$ cat config.mk
export PLATFORM = sky130hd
export DESIGN_NAME = nsc_step
export DESIGN_NICKNAME = d
export VERILOG_FILES = /design/src/hw/rtl/nsc_pkg.sv /design/src/hw/rtl/nsc_step.sv
export SDC_FILE = /design/constraint.sdc
export NUM_CORES = 1
export LEC_CHECK = 0
export ABC_AREA = 1
export BUFFER_PORTS_ARGS = -buffer_cell sky130_fd_sc_hd__buf_4
export CAP_MARGIN = 20
export CORE_MARGIN = 4
export CORE_UTILIZATION = 35
export DETAILED_ROUTE_END_ITERATION = 10
export PLACE_DENSITY_LB_ADDON = 0.15
export SKIP_CTS_REPAIR_TIMING = 1
export SLEW_MARGIN = 20
export SYNTH_ARGS = -nofsm -noshare
export SYNTH_HDL_FRONTEND = slang
export SYNTH_SLANG_ARGS = --single-unit
$ cat constraint.sdc
create_clock -name aclk -period 2.6 [get_ports aclk]
set_input_delay 0.26 -clock aclk [delete_from_list [all_inputs] [get_ports aclk]]
set_output_delay 0.26 -clock aclk [all_outputs]
set_load 0.01 [all_outputs]
$ cat src/hw/rtl/nsc_pkg.sv
// ----------------------------------------------------------------------------
// NMEA sentence checker package
// Shared constants, codes, result record and character helpers.
// ----------------------------------------------------------------------------
package nsc_pkg;

    localparam int NSC_MAX_LEN = 128;

    localparam logic [7:0] CH_DOLLAR = 8'h24;
    localparam logic [7:0] CH_CR     = 8'h0D;
    localparam logic [7:0] CH_STAR   = 8'h2A;
    localparam logic [7:0] CH_COMMA  = 8'h2C;
    localparam logic [7:0] CH_ZERO   = 8'h30;
    localparam logic [7:0] CH_V      = 8'h56;
    localparam logic [7:0] CH_G      = 8'h47;
    localparam logic [7:0] CH_R      = 8'h52;

    localparam logic [4:0] FIELD_MAX    = 5'd31;
    localparam logic [4:0] FIELD_STATUS = 5'd2;
    localparam logic [4:0] FIELD_FIX    = 5'd6;
    localparam logic [1:0] COMMA_MAX    = 2'd3;
    localparam int         ADDR_LEN     = 5;

    typedef enum logic [1:0] {
        TM_NONE   = 2'd0,
        TM_GGA    = 2'd1,
        TM_RMC    = 2'd2,
        TM_PREFIX = 2'd3
    } type_match_t;

    typedef enum logic [1:0] {
        SP_BODY = 2'd0,
        SP_HI   = 2'd1,
        SP_LO   = 2'd2,
        SP_DONE = 2'd3
    } sum_phase_t;

    localparam logic [1:0] TYPE_OTHER = 2'd0;
    localparam logic [1:0] TYPE_GGA   = 2'd1;
    localparam logic [1:0] TYPE_RMC   = 2'd2;

    typedef struct packed {
        logic [1:0] sentence_type;
        logic       checksum_ok;
        logic [7:0] checksum_value;
        logic       accepted;
        logic [7:0] fix_char;
        logic [7:0] status_char;
        logic       malformed;
    } nsc_verdict_t;

    function automatic logic [7:0] gga_char(input logic [2:0] pos);
        logic [7:0] c;
        unique case (pos)
            3'd0:    c = 8'h47;
            3'd1:    c = 8'h50;
            3'd2:    c = 8'h47;
            3'd3:    c = 8'h47;
            3'd4:    c = 8'h41;
            default: c = 8'h00;
        endcase
        return c;
    endfunction

    function automatic logic [7:0] rmc_char(input logic [2:0] pos);
        logic [7:0] c;
        unique case (pos)
            3'd0:    c = 8'h47;
            3'd1:    c = 8'h50;
            3'd2:    c = 8'h52;
            3'd3:    c = 8'h4D;
            3'd4:    c = 8'h43;
            default: c = 8'h00;
        endcase
        return c;
    endfunction

    // Bit 4 flags a byte that is not a hex digit; its nibble is then zero.
    function automatic logic [4:0] hex_value(input logic [7:0] b);
        logic [4:0] v;
        if (b >= 8'h30 && b <= 8'h39) begin
            v = {1'b0, 4'(b - 8'h30)};
        end else if (b >= 8'h41 && b <= 8'h46) begin
            v = {1'b0, 4'(b - 8'h37)};
        end else if (b >= 8'h61 && b <= 8'h66) begin
            v = {1'b0, 4'(b - 8'h57)};
        end else begin
            v = 5'b10000;
        end
        return v;
    endfunction

endpackage

$ cat src/hw/rtl/nsc_step.sv
// ----------------------------------------------------------------------------
// NMEA sentence checker parse step
// Holds the sentence state and updates it for one byte per enabled cycle.
// ----------------------------------------------------------------------------
module nsc_step import nsc_pkg::*; #(
    parameter int MAX_LEN = NSC_MAX_LEN
) (
    input  logic         aclk,
    input  logic         aresetn,
    input  logic         step_en,
    input  logic [7:0]   rx_byte,
    output logic         res_hit,
    output nsc_verdict_t verdict
);

    localparam int               CNT_W     = $clog2(MAX_LEN);
    localparam logic [CNT_W-1:0] LEN_LIMIT = CNT_W'(MAX_LEN - 2);
    localparam logic [CNT_W-1:0] ADDR_END  = CNT_W'(ADDR_LEN);

    logic             in_sentence_reg, in_sentence_next;
    logic [CNT_W-1:0] char_count_reg, char_count_next;
    logic [7:0]       running_xor_reg, running_xor_next;
    sum_phase_t       sum_phase_reg, sum_phase_next;
    logic [7:0]       received_sum_reg, received_sum_next;
    logic             hex_error_reg, hex_error_next;
    type_match_t      type_match_reg, type_match_next;
    logic [4:0]       field_index_reg, field_index_next;
    logic [7:0]       fix_store_reg, fix_store_next;
    logic [7:0]       status_store_reg, status_store_next;
    logic [1:0]       comma_run_reg, comma_run_next;
    logic             triple_reg, triple_next;
    logic             too_long_reg, too_long_next;

    logic [4:0]  hex_v;
    logic [2:0]  apos;
    logic        short_addr;
    type_match_t tm_final;
    logic [1:0]  stype;
    logic        sum_ok;
    logic        bad;
    logic [7:0]  fixc;
    logic [7:0]  statc;

    assign hex_v = hex_value(rx_byte);
    assign apos  = char_count_reg[2:0];
    assign short_addr = (field_index_reg == 5'd0) && (char_count_reg < ADDR_END);

    always_comb begin
        in_sentence_next  = in_sentence_reg;
        char_count_next   = char_count_reg;
        running_xor_next  = running_xor_reg;
        sum_phase_next    = sum_phase_reg;
        received_sum_next = received_sum_reg;
        hex_error_next    = hex_error_reg;
        type_match_next   = type_match_reg;
        field_index_next  = field_index_reg;
        fix_store_next    = fix_store_reg;
        status_store_next = status_store_reg;
        comma_run_next    = comma_run_reg;
        triple_next       = triple_reg;
        too_long_next     = too_long_reg;
        if (rx_byte == CH_DOLLAR) begin
            in_sentence_next  = 1'b1;
            char_count_next   = '0;
            running_xor_next  = 8'h00;
            sum_phase_next    = SP_BODY;
            received_sum_next = 8'h00;
            hex_error_next    = 1'b0;
            type_match_next   = TM_PREFIX;
            field_index_next  = 5'd0;
            fix_store_next    = 8'h00;
            status_store_next = 8'h00;
            comma_run_next    = 2'd0;
            triple_next       = 1'b0;
            too_long_next     = 1'b0;
        end else if (!in_sentence_reg) begin
            in_sentence_next = 1'b0;
        end else if (rx_byte == CH_CR) begin
            in_sentence_next = 1'b0;
        end else if (too_long_reg) begin
            too_long_next = 1'b1;
        end else if (char_count_reg >= LEN_LIMIT) begin
            too_long_next = 1'b1;
        end else begin
            char_count_next = char_count_reg + 1'b1;
            unique case (sum_phase_reg)
                SP_BODY: begin
                    if (rx_byte == CH_STAR) begin
                        if (short_addr) begin
                            type_match_next = TM_NONE;
                        end
                        sum_phase_next = SP_HI;
                    end else begin
                        running_xor_next = running_xor_reg ^ rx_byte;
                        if (field_index_reg == 5'd0) begin
                            if (char_count_reg < ADDR_END) begin
                                unique case (type_match_reg)
                                    TM_PREFIX: begin
                                        if (apos < 3'd2) begin
                                            if (rx_byte != gga_char(apos)) begin
                                                type_match_next = TM_NONE;
                                            end
                                        end else if (rx_byte == CH_G) begin
                                            type_match_next = TM_GGA;
                                        end else if (rx_byte == CH_R) begin
                                            type_match_next = TM_RMC;
                                        end else begin
                                            type_match_next = TM_NONE;
                                        end
                                    end
                                    TM_GGA: begin
                                        if (rx_byte != gga_char(apos)) begin
                                            type_match_next = TM_NONE;
                                        end
                                    end
                                    TM_RMC: begin
                                        if (rx_byte != rmc_char(apos)) begin
                                            type_match_next = TM_NONE;
                                        end
                                    end
                                    default: begin
                                        type_match_next = TM_NONE;
                                    end
                                endcase
                            end else if (rx_byte != CH_COMMA) begin
                                type_match_next = TM_NONE;
                            end
                        end
                        if (rx_byte == CH_COMMA) begin
                            if (field_index_reg != FIELD_MAX) begin
                                field_index_next = field_index_reg + 5'd1;
                            end
                            if (comma_run_reg != COMMA_MAX) begin
                                comma_run_next = comma_run_reg + 2'd1;
                            end
                            if (comma_run_reg >= 2'd2) begin
                                triple_next = 1'b1;
                            end
                        end else begin
                            if (comma_run_reg != 2'd0) begin
                                if (field_index_reg == FIELD_FIX) begin
                                    fix_store_next = rx_byte;
                                end
                                if (field_index_reg == FIELD_STATUS) begin
                                    status_store_next = rx_byte;
                                end
                            end
                            comma_run_next = 2'd0;
                        end
                    end
                end
                SP_HI: begin
                    received_sum_next = {hex_v[3:0], 4'h0};
                    hex_error_next    = hex_error_reg | hex_v[4];
                    sum_phase_next    = SP_LO;
                end
                SP_LO: begin
                    received_sum_next = {received_sum_reg[7:4], hex_v[3:0]};
                    hex_error_next    = hex_error_reg | hex_v[4];
                    sum_phase_next    = SP_DONE;
                end
                default: begin
                    sum_phase_next = SP_DONE;
                end
            endcase
        end
    end

    always_comb begin
        res_hit  = in_sentence_reg && (rx_byte == CH_CR);
        tm_final = (sum_phase_reg == SP_BODY && short_addr) ? TM_NONE : type_match_reg;
        if (tm_final == TM_GGA) begin
            stype = TYPE_GGA;
        end else if (tm_final == TM_RMC) begin
            stype = TYPE_RMC;
        end else begin
            stype = TYPE_OTHER;
        end
        bad    = too_long_reg || hex_error_reg || (sum_phase_reg != SP_DONE);
        sum_ok = (sum_phase_reg == SP_DONE) && !hex_error_reg
                 && (received_sum_reg == running_xor_reg);
        fixc   = (stype == TYPE_GGA) ? fix_store_reg : 8'h00;
        statc  = (stype == TYPE_RMC) ? status_store_reg : 8'h00;
        verdict.sentence_type  = stype;
        verdict.checksum_ok    = sum_ok;
        verdict.checksum_value = running_xor_reg;
        verdict.fix_char       = fixc;
        verdict.status_char    = statc;
        verdict.malformed      = bad;
        verdict.accepted       = 1'b0;
        if (stype != TYPE_OTHER && sum_ok && !bad) begin
            if (stype == TYPE_GGA) begin
                verdict.accepted = (fixc != 8'h00) && (fixc != CH_ZERO) && !triple_reg;
            end else begin
                verdict.accepted = (statc != 8'h00) && (statc != CH_V);
            end
        end
    end

    always_ff @(posedge aclk) begin
        if (!aresetn) begin
            in_sentence_reg  <= 1'b0;
            char_count_reg   <= '0;
            running_xor_reg  <= 8'h00;
            sum_phase_reg    <= SP_BODY;
            received_sum_reg <= 8'h00;
            hex_error_reg    <= 1'b0;
            type_match_reg   <= TM_NONE;
            field_index_reg  <= 5'd0;
            fix_store_reg    <= 8'h00;
            status_store_reg <= 8'h00;
            comma_run_reg    <= 2'd0;
            triple_reg       <= 1'b0;
            too_long_reg     <= 1'b0;
        end else if (step_en) begin
            in_sentence_reg  <= in_sentence_next;
            char_count_reg   <= char_count_next;
            running_xor_reg  <= running_xor_next;
            sum_phase_reg    <= sum_phase_next;
            received_sum_reg <= received_sum_next;
            hex_error_reg    <= hex_error_next;
            type_match_reg   <= type_match_next;
            field_index_reg  <= field_index_next;
            fix_store_reg    <= fix_store_next;
            status_store_reg <= status_store_next;
            comma_run_reg    <= comma_run_next;
            triple_reg       <= triple_next;
            too_long_reg     <= too_long_next;
        end
    end

endmodule

==> results of run 1 <==
logic make-up (layout without fill, tap and decap cells):
kind of cell / Yosys count / in the layout / share of synthesized area (%)
AND/OR/NAND/NOR: 295 / 295 / 36.18
AO/OA/AOI/OAI: 84 / 84 / 12.68
buffers and inverters: 102 / 159 / 11.25
adder cells (fa/ha/maj): 26 / 26 / 8.840
flip-flops: 54 / 54 / 29.38
XOR/XNOR: 7 / 7 / 1.666
report_power, final:
group / switching, mW / internal, mW
Sequential: 0.000727 / 0.826
Combinational: 0.0787 / 0.0324
Clock: 0.280 / 0.215
Total: 0.360 / 1.07
metrics by stage:
stage                     hold slack [ns]  power, mW  cells  setup TNS [ns]  utilization (%)
after floorplan                    0.3949     0.9062    568               0                -
after detailed placement           0.4502     0.9572    744        -0.04536            40.70
after global routing               0.2637      1.507    761         -0.1382            43.47
after CTS                          0.2463      1.455    752         -0.5161            41.62
final                              0.2501      1.433    761               0            43.47
after global placement             0.4452     0.9578    744               0            40.70
per-layer routing:
metal / up-vias / global-route usage (%) / routed length (microns)
li1: 1938 / - / -
met1: 1695 / 22.64 / 4917
met2: 65 / 29.13 / 4993
met3: 12 / 2.685 / 359
met4: 0 / 3.612 / 129
met5: - / 0 / 0
placed cells by master, fill, tap and decap left out, types with 3 or more instances in the layout:
cell type / n
nand4_1: 22
and3_1: 3
nor3_2: 4
ha_1: 23
nor2_4: 3
clkbuf_8: 6
nand3_1: 30
inv_1: 73
ha_4: 3
dfxtp_1: 51
nand2_4: 3
nand2_1: 124
o21ai_2: 5
nand2_2: 7
nor3_1: 12
o21ai_0: 23
xnor2_1: 5
buf_4: 66
nand3b_1: 3
nand3_2: 3
o211ai_1: 3
inv_2: 9
a21oi_1: 41
a21oi_2: 3
nor2_1: 72
path summary, 6_finish.rpt:
kind,start,endpoint,slack [ns],cells past startpoint
setup / recovery,field_index_reg[0],verdict[17],0.03,15
hold / removal,aresetn,status_store_reg[4],0.25,3
hold reg to reg,hex_error_reg,hex_error_reg,0.46,2
setup reg to reg,char_count_reg[0],field_index_reg[1],0.27,15
layout make-up:
cell class              instances  area (sq um)  area share (%)
inverters                      85         324.1           7.253
multi-input cells             412          2296           51.39
clock buffers                   6         82.58           1.848
clock inverters                 2         12.51          0.2800
flip-flops and latches         54          1087           24.33
well taps                     136         170.2           3.808
repair buffers                 66         495.5           11.09
worst reg2reg max path, stage by stage (launching register included):
cell,delay [ns]
dfxtp_1,0.36
buf_4,0.14
inv_1,0.10
ha_1,0.21
nor2_1,0.11
nor2_1,0.05
nand2_1,0.07
nand2_1,0.07
nand2_2,0.10
nand3_4,0.15
nor2_4,0.31
nand2_1,0.21
inv_1,0.16
nand2_1,0.06
o21ai_0,0.07
nor2_1,0.05
==> metrics.md, run 1 <==
| Metric | Value |
|---|---|
| Status | `complete, no violations` |
| RSZ-0062 raised after global routing | `yes` |
| Clock transition at path regs | `0.10 ns` |
| Critical Path Fanout Max | `8` |
| Synth top area share | `29.38%` |
| Synth area leaders | `dfxtp_1 29%, nand2_1 13%, ha_1 8.8%, inv_1 8.2%, nor2_1 7.4%` |
| Starting density of the core | `35.80%` |
| Number of global-route vias before repair | `3,493` |
| Main synth FF type | `dfxtp_1` |
| Final Cell Area | `0.004468 sq mm` |
| Initial antenna violation count | `0` |
| Fill cell count | `approximately 1,100` |
| First-pass GRT wire length | `17,420 microns` |
| FMAX | `slightly below 400 MHz` |
| Core Area | `roughly 0.010 sq mm` |
| Layout cells sized above 1 | `about a fifth` |
| Clk_lat worst skew | `between 0.3 and 0.4 ns` |
| Final wirelength | `about 10,000 microns` |
| Drt first-iter violations | `223` |
| Antenna viol nets, final | `0` |
| Setup crit end kind | `output pin` |
| Final hold vios | `0` |
| WL/cell | `between 10 and 15 microns` |
| Clk sinks | `54` |
| Maximum vdd drop | `~0.19 mV` |
| GR Util All Layers | `~17%` |
| Area grow syn2layout | `21.42%` |
| Nets | `approximately 660` |
| Worst-Margin Slew | `around 0.87 ns` |
| CTS tree | `yes` |
| Worst Path Buf+Inv | `4` |
| MaxCap Viol Count | `0` |
| Root Buffer | `clkbuf_8` |
| CTS Buffer Depth | `2` |
| DRC | `0` |
| Part of the cycle the worst path needs | `a little over nine tenths` |
| Setup violators final | `0` |
| LEAKAGE | `about 2 nW` |
| Number of flops mapped to enable cells by yosys | `0` |
| Total die area | `~0.012 sq mm` |
| Synth top cells by count | `132 x nand2_1, 80 x inv_1, 73 x nor2_1, 54 x dfxtp_1, 42 x a21oi_1` |
| Top-count cell post-synth | `nand2_1` |
| Startpoint Class | `register` |
| Top delay family on crit path | `simple AND/OR/NAND/NOR gates` |
| Yosys top cell by area | `dfxtp_1` |
| Final worst path period need | `between 2 and 3 ns` |
| Max_slew headroom | `a little over two fifths` |
| Via-to-Cell Ratio | `about 5` |
| Grt ovf | `0` |
| Crit-path cells | `inv_4 -> ha_4 -> nand2_4 -> nor3_4 -> nand2_2 -> nand2_4 -> inv_2 -> ha_4 -> nand2_1 -> inv_2 -> nor3_2 -> o211ai_1 -> nand3_1 -> a21oi_2 -> buf_4` |
| Flops & latches, synth | `between 50 and 60` |
| IO Pins | `between 40 and 50` |
| Post-DP HPWL | `roughly 8100 microns` |
| Post-DP Area | `approximately 0.0042 sq mm` |
| Largest net degree at the start of global routing | `30` |
| CTS Buf Count | `5` |
| Count of pins over their slew limit | `0` |
| CP max-delay cell | `dfxtp_4` |
| Die Span Y | `roughly 110 microns` |
| CP arrival | `~2.3 ns` |
| Count of different cell masters after synthesis | `39` |
| # diodes | `0` |
| Final Skew | `around 0.011 ns` |
| Post-synthesis cell count | `around 570` |
| Yosys warning count | `0` |
| Asr flop ratio synth | `0%` |
| Avg Synthesized Cell Area | `between 6 and 7 sq um` |
| Initial DRT Pass Iterations | `4` |
| Largest stage delay, worst path | `0.37 ns` |
| H-tree levels | `2` |
| Worst slack, placed | `-0.04536 ns` |
| Final WS setup | `0.03167 ns` |
| Syn Nets | `605` |
| Worst Hold Class | `input pin to register` |
| Site Rows | `37` |
| Critical Path RT | `~2.3 ns` |
| Seq/Total Area, Yosys | `between 20% and 30%` |
| Synthesized cell area | `around 0.0037 sq mm` |
| Cell area power density | `320.7 mW/mm^2` |
| Via count | `between 3,000 and 4,000` |
| Die Width | `approximately 110 microns` |
| Setup CP Type | `register to output pin` |
| Port Buffers | `40` |
| Routability congestion estimate from global placement | `around 0.85` |
Note: power is estimated with default switching activity, not from simulation.
==> run 2: changes to the inputs <==
--- a/config.mk
+++ b/config.mk
@@ -7,3 +7,2 @@
 export LEC_CHECK = 0
-export ABC_AREA = 1
 export BUFFER_PORTS_ARGS = -buffer_cell sky130_fd_sc_hd__buf_4
==> constraint.sdc (replaced) <==
create_clock -name aclk -period 2.6 [get_ports aclk]
set_input_delay 0.13 -clock aclk [delete_from_list [all_inputs] [get_ports aclk]]
set_output_delay 0.13 -clock aclk [all_outputs]
set_load 0.01 [all_outputs]
==> metrics.md, run 2 <==
| Metric | Value |
|---|---|
| Status | `complete, but fails checks (was complete, no violations)` |
| Failing checks | `setup timing` |
| CTS Buffer Depth | `2 (unchanged)` |
| Max_slew headroom | `60.73% (was 41.60%)` |
| Setup violators final | `1 (was 0)` |
| CP max-delay cell | `or4_4 (was dfxtp_4)` |
| Area grow syn2layout | `21.07% (was 21.42%)` |
| MaxCap Viol Count | `0 (unchanged)` |
| Commonest non-fill, non-tap cell in the layout | `buf_4 (was nand2_1)` |
| Final Skew | `0.007704 ns (was 0.01109 ns)` |
| Number of flops mapped to enable cells by yosys | `0 (unchanged)` |
| Post-DP Area | `0.004146 sq mm (was 0.004183 sq mm)` |
| Drt first-iter violations | `202 (was 223)` |
| Nets | `529 (was 661)` |
| H-tree levels | `2 (unchanged)` |
| Filler-free cell count of the finished design | `626 (was 761)` |
| Post-DP HPWL | `7299 microns (was 8106 microns)` |
| Cell area power density | `349.8 mW/mm^2 (was 320.7 mW/mm^2)` |
| Met2 routed WL | `4826 microns (was 4993 microns)` |
| GR Util All Layers | `17.30% (was 17.04%)` |
| Maximum vdd drop | `0.1898 mV (was 0.1887 mV)` |
| Reg2Reg Depth | `8 (was 15)` |
| Syn Nets | `479 (was 605)` |
| Synth top area share | `30.14% (was 29.38%)` |
| FF-to-FF Start | `char_count_reg[0] (unchanged)` |
| Via-to-Cell Ratio | `5.145 (was 4.875)` |
| Startpoint Class | `register (unchanged)` |
| R2R Setup Slk | `0.17 ns (was 0.27 ns)` |
| RSZ-0062 raised after global routing | `yes (unchanged)` |
| Largest stage delay, worst path | `0.54 ns (was 0.37 ns)` |
| Worst Hold Class | `input pin to register (unchanged)` |
| Initial antenna violation count | `0 (unchanged)` |
| Starting density of the core | `36.36% (was 35.80%)` |
| Die Width | `109.2 microns (was 110.5 microns)` |
| Final worst path period need | `2.679 ns (was 2.568 ns)` |
| Worst hold path startpoint | `aresetn (unchanged)` |
| Reg2reg end | `type_match_reg[0] (was field_index_reg[1])` |
| Placed cells | `617 (was 744)` |
| Final core utilization | `44.03% (was 43.47%)` |
| Top delay family on crit path | `simple AND/OR/NAND/NOR gates (unchanged)` |
| Site Rows | `36 (was 37)` |
| Seq/Total Area, Yosys | `30.14% (was 29.38%)` |
| Total die area | `0.01193 sq mm (was 0.01222 sq mm)` |
| Final wirelength | `9821 microns (was 10,400 microns)` |
| Highest metal used | `met4 (unchanged)` |
| Yosys warning count | `0 (unchanged)` |
| Main synth FF type | `dfxtp_1 (unchanged)` |
| Asr flop ratio synth | `0% (unchanged)` |
| Routability congestion estimate from global placement | `0.8184 (was 0.8464)` |
| Highest-count cells in the layout ignoring fill and taps | `68 x buf_4, 56 x nor2_1, 52 x dfxtp_1 (was 124 x nand2_1, 73 x inv_1, 72 x nor2_1)` |
| Yosys top cell by area | `dfxtp_1 (unchanged)` |
| Port Buffers | `40 (unchanged)` |
| Hold Path Depth | `3 (unchanged)` |
| Clk_lat worst skew | `0.31 ns (about the same)` |
| Clock transition at path regs | `0.10 ns (about the same)` |
| Met1 wire length | `4604 microns (was 4917 microns)` |
| Post-synthesis cell count | `442 (was 568)` |
| Number of global-route vias before repair | `3,194 (was 3,493)` |
| Setup CP Type | `register to output pin (unchanged)` |
| Final Cell Area | `0.004343 sq mm (was 0.004468 sq mm)` |
| Final hold vios | `0 (unchanged)` |
| Crit-path cells | `or4_4 -> a21oi_4 -> nand2_2 -> nand2_2 -> inv_2 -> ha_4 -> and2_4 -> nor4_4 -> nand4_1 -> and4_1 -> buf_6 (was inv_4 -> ha_4 -> nand2_4 -> nor3_4 -> nand2_2 -> nand2_4 -> inv_2 -> ha_4 -> nand2_1 -> inv_2 -> nor3_2 -> o211ai_1 -> nand3_1 -> a21oi_2 -> buf_4)` |
| Setup_tns | `-0.07895 ns (was 0 ns)` |
| Met3 wire len | `281 microns (was 359 microns)` |
| CP arrival | `2.55 ns (was 2.31 ns)` |
| Clk sinks | `54 (unchanged)` |
| Avg Synthesized Cell Area | `8.116 sq um (was 6.478 sq um)` |
| Antenna viol nets, final | `0 (unchanged)` |
| Synth area leaders | `dfxtp_1 30%, ha_1 9.1%, mux2i_1 7.0%, nor2_1 5.9%, and2_1 3.8% (was dfxtp_1 29%, nand2_1 13%, ha_1 8.8%, inv_1 8.2%, nor2_1 7.4%)` |
| Post-Route Hold Slack | `0.1610 ns (was 0.2501 ns)` |
| Root Buffer | `clkbuf_8 (unchanged)` |
| Setup crit end kind | `output pin (unchanged)` |
| Die Span Y | `109.2 microns (was 110.5 microns)` |
| Critical Path Fanout Max | `5 (was 8)` |
| # diodes | `0 (unchanged)` |
| FMAX | `373.3 MHz (was 389.4 MHz)` |
| Hold Crit Endpoint | `type_match_reg[1] (was status_store_reg[4])` |
| Core Area | `0.009864 sq mm (was 0.01028 sq mm)` |
| Largest net degree at the start of global routing | `31 (was 30)` |
| Top-count cell post-synth | `nor2_1 (was nand2_1)` |
| Synthesized cell area | `0.003587 sq mm (was 0.003680 sq mm)` |
| DRC | `0 (unchanged)` |
| Fill cell count | `1,012 (was 1,126)` |
| IO Pins | `41 (unchanged)` |
| Part of the cycle the worst path needs | `103.0% (was 98.78%)` |
| Worst Path Buf+Inv | `2 (was 4)` |
| Critical Path RT | `2.47 ns (was 2.34 ns)` |
| Count of different cell masters after synthesis | `57 (was 39)` |
| Via count | `3,221 (was 3,710)` |
| Initial DRT Pass Iterations | `4 (unchanged)` |
| Worst-Margin Slew | `0.5809 ns (was 0.8685 ns)` |
| WL/cell | `15.69 microns (was 13.67 microns)` |
| Flops & latches, synth | `54 (unchanged)` |
| Synth top cells by count | `56 x nor2_1, 54 x dfxtp_1, 27 x inv_1, 26 x ha_1, 25 x mux2i_1 (was 132 x nand2_1, 80 x inv_1, 73 x nor2_1, 54 x dfxtp_1, 42 x a21oi_1)` |
| CTS tree | `yes (unchanged)` |
| Layout cells sized above 1 | `20.49% (was 20.16%)` |
| First-pass GRT wire length | `16,140 microns (was 17,420 microns)` |
| CP dominant cell by count | `nand2_2` |
| CTS Buf Count | `5 (unchanged)` |
| Final WS setup | `-0.07895 ns (was 0.03167 ns)` |
| LEAKAGE | `1.746 nW (was 2.048 nW)` |
| Grt ovf | `0 (unchanged)` |
| Count of pins over their slew limit | `0 (unchanged)` |
-- run 2: changes by cell type after synthesis, sizes merged, moves of 9 or more --
cell    previous run  this run
nand4             22        10
a21oi             44        18
nor2              77        56
nand3             34        18
and2               0        22
mux2i              0        25
clkbuf             7        21
o21ai             30        11
inv               84        27
nand2b             0         9
nand2            134        23
xor2               2        14
-- run 2: power by group --
group / leakage, nW / total (mW) / switching, mW / internal [mW]
clock network: 0.0514 / 0.576 / 0.288 / 0.288
logic: 1.26 / 0.116 / 0.0786 / 0.0379
registers: 0.436 / 0.827 / 0.000411 / 0.827
-- run 2: layer usage --
metal / vias up / GRT usage [%]
li1: 1631 / -
met1: 1526 / 22.66
met2: 54 / 30.31
met3: 10 / 1.954
met4: 0 / 4.185
met5: - / 0
-- run 2: layout make-up --
type                    instances  area, sq um  area share [%]
multi-input cells             335         2360           54.34
clock buffers                   6        72.57           1.671
inverters                      27        101.3           2.334
flip-flops and latches         54         1084           24.95
well taps                     133        166.4           3.832
clock inverters                 2        37.54          0.8643
repair buffers                 69        521.8           12.01
-- run 2: kinds of logic (layout without fill, tap and decap cells) --
group | count (synthesis) | after routing | synth area share, %
xor gates and xnor gates | 22 | 22 | 5.372
muxes | 26 | 26 | 7.290
AOI/OAI and AO/OA | 70 | 70 | 13.11
adders and majority gates | 26 | 26 | 9.069
buffers and inverters | 53 | 104 | 6.104
DFF | 54 | 54 | 30.14
and+or+nand+nor | 191 | 191 | 28.92
-- run 2: worst max-delay path by stage --
stage,depth (start not counted),slack (ns),startpoint,endpoint
finish,11,-0.08,char_count_reg[3],verdict[17]
global route,13,-0.23,sum_phase_reg[0],verdict[17]
CTS,11,-0.38,char_count_reg[6],verdict[17]
detailed placement,11,-0.02,char_count_reg[6],verdict[17]
global placement,11,0.04,char_count_reg[6],verdict[17]
floorplan,9,0.02,char_count_reg[0],type_match_reg[0]
-- run 2: stage by stage --
step                      power [mW]  setup slack, ns
final                          1.519         -0.07895
after global routing           1.581          -0.2324
after CTS                      1.536          -0.3844
after detailed placement      0.9621         -0.01689
after global placement        0.9618          0.03989
after floorplan               0.9160          0.02036
-- run 2: worst reg2reg max path, stage by stage (launching register included) --
cell and delay, ns:
dfxtp_1 0.41, inv_1 0.10, ha_1 0.21, o21a_1 0.17
a31o_2 0.27, a21o_1 0.19, or3_1 0.42, or3_4 0.42
mux2i_1 0.12
==> run 3: changes to the inputs <==
clock period = 2.9 ns   (was 2.6 ns; I/O delays follow)
==> metrics.md, run 3 (synthesized netlist as in run 2, its figures left out) <==
| Metric | Value |
|---|---|
| Startpoint Class | `register (unchanged)` |
| Crit-path cells | `or4_4 -> a21oi_4 -> nand2_2 -> nand2_2 -> inv_2 -> ha_4 -> and2_4 -> nor4_4 -> nand4_1 -> and4_1 -> buf_4 (was or4_4 -> a21oi_4 -> nand2_2 -> nand2_2 -> inv_2 -> ha_4 -> and2_4 -> nor4_4 -> nand4_1 -> and4_1 -> buf_6)` |
| Worst Path Buf+Inv | `2 (unchanged)` |
| Site Rows | `36 (unchanged)` |
| Final WS setup | `0.1565 ns (was -0.07895 ns)` |
| Grt ovf | `0 (unchanged)` |
| Setup CP Type | `register to output pin (unchanged)` |
| WL/cell | `15.73 microns (was 15.69 microns)` |
| Root Buffer | `clkbuf_8 (unchanged)` |
| Antenna viol nets, final | `0 (unchanged)` |
| Status | `complete, no violations (was complete, but fails checks)` |
| Placed cells | `603 (was 617)` |
| Max_slew headroom | `45.07% (was 60.73%)` |
| Initial DRT Pass Iterations | `4 (unchanged)` |
| Worst-Margin Slew | `0.8230 ns (was 0.5809 ns)` |
| Count of pins over their slew limit | `0 (unchanged)` |
| First-pass GRT wire length | `15,840 microns (was 16,140 microns)` |
| Setup_tns | `0 ns (was -0.07895 ns)` |
| Via-to-Cell Ratio | `5.145 (about the same)` |
| MaxCap Viol Count | `0 (unchanged)` |
| CTS tree | `yes (unchanged)` |
| Clk sinks | `54 (unchanged)` |
| Top delay family on crit path | `simple AND/OR/NAND/NOR gates (unchanged)` |
| Clock transition at path regs | `0.09 ns (was 0.10 ns)` |
| Total die area | `0.01193 sq mm (unchanged)` |
| Largest stage delay, worst path | `0.54 ns (about the same)` |
| CTS Buffer Depth | `2 (unchanged)` |
| CP max-delay cell | `or4_4 (unchanged)` |
| Die Width | `109.2 microns (unchanged)` |
| Filler-free cell count of the finished design | `620 (was 626)` |
| Final wirelength | `9754 microns (was 9821 microns)` |
| LEAKAGE | `1.714 nW (was 1.746 nW)` |
| CP arrival | `2.60 ns (was 2.55 ns)` |
| CTS Buf Count | `5 (unchanged)` |
| GR Util All Layers | `16.74% (was 17.30%)` |
| RSZ-0062 raised after global routing | `no (was yes)` |
| Critical Path RT | `2.76 ns (was 2.47 ns)` |
| Layout cells sized above 1 | `20.94% (was 20.49%)` |
| # diodes | `0 (unchanged)` |
| Area grow syn2layout | `19.85% (was 21.07%)` |
| Port Buffers | `40 (unchanged)` |
| Setup crit end kind | `output pin (unchanged)` |
| Worst slack, placed | `0.09707 ns (was -0.01689 ns)` |
| FMAX | `364.5 MHz` |
| Nets | `523 (was 529)` |
| Largest net degree at the start of global routing | `22 (was 31)` |
| Number of global-route vias before repair | `3,102 (was 3,194)` |
| Final hold vios | `0 (unchanged)` |
| CP dominant cell by count | `nand2_2 (unchanged)` |
| Design Power | `1.285 mW (was 1.519 mW)` |
| Worst Hold Class | `input pin to register (unchanged)` |
| Final Skew | `0.005225 ns (was 0.007704 ns)` |
| Post-DP HPWL | `7313 microns (was 7299 microns)` |
| Starting density of the core | `36.36% (unchanged)` |
| IO Pins | `41 (unchanged)` |
| Cell area power density | `298.9 mW/mm^2 (was 349.8 mW/mm^2)` |
| Commonest non-fill, non-tap cell in the layout | `buf_4 (unchanged)` |
| Highest-count cells in the layout ignoring fill and taps | `63 x buf_4, 56 x nor2_1, 49 x dfxtp_1 (was 68 x buf_4, 56 x nor2_1, 52 x dfxtp_1)` |
| Final worst path period need | `approximately 2.7 ns` |
| Core Area | `0.009864 sq mm (unchanged)` |
| Critical Path Fanout Max | `8 (was 5)` |
| Routability congestion estimate from global placement | `0.8371 (was 0.8184)` |
| Part of the cycle the worst path needs | `approximately 95%` |
| DRC | `0 (unchanged)` |
| H-tree levels | `2 (unchanged)` |
| Setup violators final | `0 (was 1)` |
| Via count | `3,190 (was 3,221)` |
| Initial antenna violation count | `0 (unchanged)` |
| Maximum vdd drop | `0.1586 mV (was 0.1898 mV)` |
| Clk_lat worst skew | `0.31 ns (about the same)` |
| Die Span Y | `109.2 microns (unchanged)` |
| Drt first-iter violations | `144 (was 202)` |
[run 3: changes by cell type in the layout (fill, tap and decap cells not counted), moves of 2 or more]
cell,previous run,this run
dfxtp_1,52,49
buf_4,68,63
inv_4,0,2
dfxtp_2,2,4
inv_1,26,23
[run 3: cell type report]
cell class | instances | area, sq um
clock inverters | 1 | 5.005
fillers | 1018 | 5565
well taps | 133 | 166.4
clock buffers | 7 | 86.33
flip-flops and latches | 54 | 1090
inverters | 27 | 106.4
multi-input cells | 335 | 2372
repair buffers | 63 | 473.0
[run 3: per-stage QoR]
stage          util, %  instance area [sq um]  hold slack [ns]
6_report         43.58                   4299           0.1776
5_1_grt          43.58                   4299           0.1951
4_1_cts          41.89                   4133           0.1757
3_5_place_dp     40.97                   4041           0.4613
3_3_place_gp     40.97                   4041           0.4608
2_1_floorplan        -                   3587           0.3080
[run 3: worst min-delay path: cells and delay by family]
kind | cells | cell delay, ns
multiplexers | 1 | 0.05
buffers and inverters | 1 | 0.17
AND/OR/NAND/NOR | 1 | 0.08
[run 3: final timing paths]
path	startpoint	end	slack, ns	cells after the start
max	char_count_reg[6]	verdict[17]	0.16	11
min	aresetn	field_index_reg[1]	0.18	3
min reg2reg	triple_reg	triple_reg	0.48	2
max reg2reg	char_count_reg[1]	field_index_reg[0]	0.42	9
[run 3: report_power, final]
| group | switching (mW) | internal [mW] | leakage, nW |
|---|---|---|---|
| registers | 0.000344 | 0.740 | 0.438 |
| logic | 0.0687 | 0.0318 | 1.23 |
| clock network | 0.250 | 0.194 | 0.0482 |
[run 3: per-layer routing]
layer	vias up	part of all wire, %	track usage [%]
met4	0	0.78	3.295
met3	5	3.2	2.309
li1	1624	-	-
met1	1522	47	22.08
met5	-	0	0
met2	39	49	29.21
